### config.mk
export PLATFORM = sky130hd
export DESIGN_NAME = pta_ctrl
export DESIGN_NICKNAME = d
export VERILOG_FILES = /design/src/hdl/pta_pkg.sv /design/src/hdl/pta_ctrl.sv
export SDC_FILE = /design/constraint.sdc
export NUM_CORES = 1
export LEC_CHECK = 0
export ABC_AREA = 1
export BUFFER_PORTS_ARGS = -buffer_cell sky130_fd_sc_hd__buf_2
export CAP_MARGIN = 15
export CORE_MARGIN = 3
export CORE_UTILIZATION = 47
export CTS_BUF_LIST = sky130_fd_sc_hd__clkbuf_16
export DETAILED_ROUTE_END_ITERATION = 10
export PLACE_DENSITY_LB_ADDON = 0.08
export SLEW_MARGIN = 20
export SYNTH_ARGS = -nofsm -noshare
export SYNTH_HDL_FRONTEND = slang
export SYNTH_SLANG_ARGS = --single-unit
### constraint.sdc
create_clock -name clk -period 1.4 [get_ports clk]
set_clock_uncertainty 0.15 [all_clocks]
set_input_delay 0.28 -clock clk [delete_from_list [all_inputs] [get_ports clk]]
set_output_delay 0.28 -clock clk [all_outputs]
set_load 0.01 [all_outputs]
### src/hdl/pta_pkg.sv
// Shared types and constants for the pulse tachometer with averaged speed.
// Depends on nothing; pta_ctrl, pta_datapath and the top level refer to it by scoped names.
`default_nettype none
package pta_pkg;

  // 2*pi in Q16.16, rounded to nearest, and the same scaled by 1000 ms/s.
  localparam logic [18:0] TWO_PI_Q16 = 19'd411775;
  localparam logic [28:0] SPEED_K    = 29'd411775000;

  localparam logic [15:0] PPR_RESET      = 16'd20;
  localparam logic [15:0] INTERVAL_RESET = 16'd100;
  localparam logic [23:0] RADIUS_RESET   = 24'd3277;

  typedef enum logic [1:0] {
    CFG_PPR      = 2'd0,
    CFG_INTERVAL = 2'd1,
    CFG_RADIUS   = 2'd2
  } cfg_idx_t;

  typedef struct packed {
    logic        command;
    logic        sensor_level;
    logic [31:0] now_ms;
  } in_t;

  typedef struct packed {
    logic [31:0] pulse_count;
    logic [50:0] angle;
    logic [31:0] inst_speed;
    logic [31:0] smoothed_speed;
    logic [31:0] linear_speed;
    logic        sample_taken;
  } out_t;

  typedef struct packed {
    logic accept;
    logic eval;
    logic spd_start;
    logic ring_upd;
    logic avg_start;
    logic lin;
    logic load;
  } cmd_t;

  typedef struct packed {
    logic take;
    logic spd_done;
    logic avg_done;
    logic ang_done;
  } status_t;

endpackage
`default_nettype wire

### src/hdl/pta_ctrl.sv
// Controller state machine sequencing one item through the datapath.
// Depends on pta_pkg for the command and status structs.
`default_nettype none
module pta_ctrl (
  input  wire logic             clk,
  input  wire logic             rst,
  input  wire logic             in_valid,
  output logic                  in_ready,
  output logic                  out_valid,
  input  wire logic             out_ready,
  output pta_pkg::cmd_t         cmd,
  input  wire pta_pkg::status_t sts
);
  typedef enum logic [8:0] {
    S_IDLE      = 9'b000000001,
    S_EVAL      = 9'b000000010,
    S_SPD_START = 9'b000000100,
    S_SPD_WAIT  = 9'b000001000,
    S_RING      = 9'b000010000,
    S_AVG_START = 9'b000100000,
    S_AVG_WAIT  = 9'b001000000,
    S_LIN       = 9'b010000000,
    S_LOAD      = 9'b100000000
  } state_t;

  state_t state;
  state_t state_next;

  always_comb begin
    state_next    = state;
    cmd           = '0;
    in_ready      = (state == S_IDLE);
    cmd.accept    = in_ready && in_valid;
    case (state)
      S_IDLE: begin
        if (in_valid) state_next = S_EVAL;
      end
      S_EVAL: begin
        cmd.eval   = 1'b1;
        state_next = sts.take ? S_SPD_START : S_AVG_START;
      end
      S_SPD_START: begin
        cmd.spd_start = 1'b1;
        state_next    = S_SPD_WAIT;
      end
      S_SPD_WAIT: begin
        if (sts.spd_done) state_next = S_RING;
      end
      S_RING: begin
        cmd.ring_upd = 1'b1;
        state_next   = S_AVG_START;
      end
      S_AVG_START: begin
        cmd.avg_start = 1'b1;
        state_next    = S_AVG_WAIT;
      end
      S_AVG_WAIT: begin
        if (sts.avg_done) state_next = S_LIN;
      end
      S_LIN: begin
        cmd.lin = 1'b1;
        if (sts.ang_done) state_next = S_LOAD;
      end
      S_LOAD: begin
        cmd.load = !out_valid || out_ready;
        if (cmd.load) state_next = S_IDLE;
      end
      default: state_next = S_IDLE;
    endcase
  end

  always_ff @(posedge clk) begin
    if (rst) begin
      state     <= S_IDLE;
      out_valid <= 1'b0;
    end else begin
      state <= state_next;
      if (cmd.load) begin
        out_valid <= 1'b1;
      end else if (out_ready) begin
        out_valid <= 1'b0;
      end
    end
  end

`ifndef SYNTHESIS
  a_load_sets_valid: assert property (@(posedge clk) disable iff (rst)
    cmd.load |=> out_valid) else $error("result not presented after load");
  a_skip_speed: assert property (@(posedge clk) disable iff (rst)
    (state == S_EVAL && !sts.take) |=> (state == S_AVG_START))
    else $error("speed path entered without a measurement");
  a_angle_ready: assert property (@(posedge clk) disable iff (rst)
    cmd.load |-> sts.ang_done) else $error("result loaded before angle divide ended");
  a_one_in_flight: assert property (@(posedge clk) disable iff (rst)
    cmd.accept |=> !in_ready) else $error("second item taken while busy");
`endif
endmodule
`default_nettype wire

==> results.toml <==
[timing]
hold-worst-slack_ps = 117
finalCriticalPeriod_ps = 1730
maxSlewViolCount = 0
max_freq_mhz = 578
finalHoldViolations = 0
slew-limit-headroom_pct = 78.5
rsz0062_at_grt = "yes"
timing_worst_slew_pin_value_ps = 321
min_period_over_period_pct = 124
slack_of_the_critical_path_ps = -330
setup_viol_count_final = 16

[synth]
synth.net_count = 121
post-synth-top-count-cell = "sky130_fd_sc_hd__inv_1"
synth_commonest_cells = "sky130_fd_sc_hd__inv_1 (25), sky130_fd_sc_hd__nor2_1 (20), sky130_fd_sc_hd__nand2_1 (19), sky130_fd_sc_hd__dfxtp_1 (10), sky130_fd_sc_hd__nand3_1 (7)"
synth_enable_flop_cells = 0
async_reset_ff_share_pct = 0
synthesis.instances = 113
synth_warnings = 0
netlist_area_um2 = 767
cells_taking_the_most_area_after_synthesis = "sky130_fd_sc_hd__dfxtp_1 (26%), sky130_fd_sc_hd__inv_1 (12%), sky130_fd_sc_hd__nor2_1 (9.8%)"
yosysTopAreaCellShare_pct = 26.1
synth_largest_area_cell = "sky130_fd_sc_hd__dfxtp_1"
yosys_register_bits = 10
yosys.cell_types.count = 21
yosys_most_used_dff = "sky130_fd_sc_hd__dfxtp_1"
syn_avg_cell_area_um2 = 6.79
synth_sequential_area_ratio_pct = 26.1

[floorplanning]
num_rows = 13
floorplan.initialDensity_pct = 54.2
die_w_um = 46.4
total_die_area_mm2 = 0.00215
die_h_um = 46.4
ios = 17
core_area_mm2 = 0.00142

[run]
cap_violations = 0

[setup_path]
critPathMaxStageDelay_ps = 360
timing.critical_path.buf_inv = 3
worstReg2RegStart = "state[5]$_SDFFE_PP0P_"
critical_path.endpoint_type = "output port"
r2r_cells = 9
crit-reg2reg-capture = "state[4]$_SDFFE_PP0P_"
worstSetupStartpointType = "flip-flop"
critPathSlowestCell = "sky130_fd_sc_hd__dfxtp_4"
arrival_ps = 1300
reg2reg_setup_slack_ps = -300
critical_path.top_delay_family = "flip-flops"
critical_path.max_fanout = 3
critical_path_cell_by_cell = "inv_4 -> buf_4 -> nand2_1 -> nor3_4 -> buf_2"
critPathRequiredTime_ps = 970
worstSetupPathType = "flip-flop to output port"

[detailed_routing]
route.antenna.remaining_nets = 0
first_drt_pass_iteration_count = 4
routed-via-count = 1006
detail_route.drc_violations = 0
avgViaCountPerCell = 5.92
drt_iter0_markers = 52
finalWirelength_mm = 3.69
routed_wire_length_per_instance_um = 21.7

[pwr]
power.clock.fraction_pct = 20.6
power.density_mw_per_mm2 = 1920
power_w = 0.00259
worst_case_vdd_ir_drop_v = 0.00182
power.share.sequential_pct = 18.7
switching_share_pct = 46.9
comb_power_share_pct = 60.7
power.switching_w = 0.00122
power_leakage_nw = 0.717
cell_internal_pwr_w = 0.00138

[status]
outcome = "finished with violations"
violations_in_the_final_reports = "setup timing"

[hold_path]
hold_path_end = "state[2]$_SDFFE_PP0P_"
hold_path_depth = 2
hp-start = "rst"
timing.hold.worst.class = "primary input to flip-flop"

[cts]
clk_pin_slew_worst_paths_ps = 50
cts_buffers = 3
clock_sink_count = 10
tritoncts_clock_tree = "yes"
cts.root.buffer_cell = "sky130_fd_sc_hd__clkbuf_16"
ctsHoldBuffers = 0
clock_path_buffers = 2
clock_latency_ps = 240
clock_tree.htree_level_count = 1

[place]
placedCellCount = 153
place.detailed.hpwl_mm = 1.41
last_weighted_congestion_value_of_the_routability_driven_placer = 0.820
place.port_buffers = 16

[cells_and_area]
n_antenna_cell = 0
utilization_pct = 95.2
syn2layout_area_growth_pct = 75.7
nNetsFinal = 164
layout.cells.non_filler = 170
fraction_of_layout_instances_using_a_drive_strength_above_1_pct = 63.9

[global_route]
antenna_found_initial = 0
first_global_vias = 920
gr-total-overflow = 0
grtUsageTotal_pct = 29.2
grt_start_max_net_pins = 8
wire_length_of_the_first_global_routing_pass_mm = 4.20
routing by layer:
layer	part of all wire (%)	track usage, %
met5	0	0
met4	7.6	15.9
met3	9.9	5.47
met2	47	50.0
met1	35	33.6
cells by family (layout without fill, tap and decap cells):
group           Yosys count  after routing  synth area share (%)
flops                    10             10                  26.1
compound gates            5              5                  3.91
buf+inv                  29             71                  14.2
simple gates             69             69                  55.8
layout by cell type (no fill, tap or decap), types with 2 or more instances in the layout:
cell type,Yosys,final
sky130_fd_sc_hd__inv_1,25,19
sky130_fd_sc_hd__buf_4,0,15
sky130_fd_sc_hd__nor2_1,20,14
sky130_fd_sc_hd__nand2_1,19,13
sky130_fd_sc_hd__buf_2,0,13
sky130_fd_sc_hd__nor2_4,4,10
sky130_fd_sc_hd__buf_6,0,10
sky130_fd_sc_hd__nand2_4,3,8
sky130_fd_sc_hd__inv_2,4,6
sky130_fd_sc_hd__nand3_2,3,6
sky130_fd_sc_hd__dfxtp_4,0,5
sky130_fd_sc_hd__inv_4,0,4
sky130_fd_sc_hd__nand3_4,2,4
sky130_fd_sc_hd__dfxtp_2,0,4
sky130_fd_sc_hd__nor3_4,0,3
sky130_fd_sc_hd__clkbuf_16,0,3
sky130_fd_sc_hd__nor2_2,2,2
sky130_fd_sc_hd__nand2_2,1,2
sky130_fd_sc_hd__a21oi_1,2,2
sky130_fd_sc_hd__nand3_1,7,2
sky130_fd_sc_hd__nand4_1,2,2
sky130_fd_sc_hd__o21bai_1,2,2
final cells by class:
cell class                 instances  area, um2
inverter                          29        119
sequential                        10        224
tap                               15       18.8
fill                              39       67.6
clock inverter                     1       3.75
timing repair buffer              38        290
clock buffer                       3       75.1
multi-input combinational         74        617
how the worst max path moves through the flow:
stage	start	to	slack (ps)	cells past startpoint
floorplan	state[3]$_SDFFE_PP0P_	state[0]$_SDFFE_PP1P_	20	8
global placement	state[0]$_SDFFE_PP1P_	state[0]$_SDFFE_PP1P_	-100	8
detailed placement	state[0]$_SDFFE_PP1P_	state[0]$_SDFFE_PP1P_	-90	8
CTS	state[0]$_SDFFE_PP1P_	cmd[0]	-260	6
global route	state[5]$_SDFFE_PP0P_	cmd[0]	-390	6
finish	state[0]$_SDFFE_PP1P_	cmd[5]	-330	5
flip-flops by register name (all words and copies together), names as in the netlist:
| signal | cells |
|---|---|
| out_valid | 1 |
| state | 9 |
what timing repair did:
action / in CTS / in global routing
endpoints found under the hold margin: 0 / 0
gates resized for setup: 45 / 26
setup endpoints to repair: 15 / 16
setup buffers: 10 / 5
gates cloned: 0 / 0
pin swaps: 10 / 20
power groups by stage:
stage | sequential, W | clock [W] | combinational, W
after global routing | 0.000489 | 0.000548 | 0.00164
after CTS | 0.000462 | 0.000519 | 0.00129
after floorplan | 0.000402 | 0 | 0.000712
after global placement | 0.000407 | 0 | 0.000971
after detailed placement | 0.000410 | 0 | 0.000973
final | 0.000485 | 0.000535 | 0.00157
through the flow:
step                cell area [um2]  setup WS [ps]  TNS [ps]
finish                         1350           -330     -4270
global placement                933           -101      -733
global route                   1350           -389     -5020
floorplan                       767           18.5         0
detailed placement              933          -92.6      -709
CTS                            1240           -257     -2360
(Power assumes the default switching activity.)
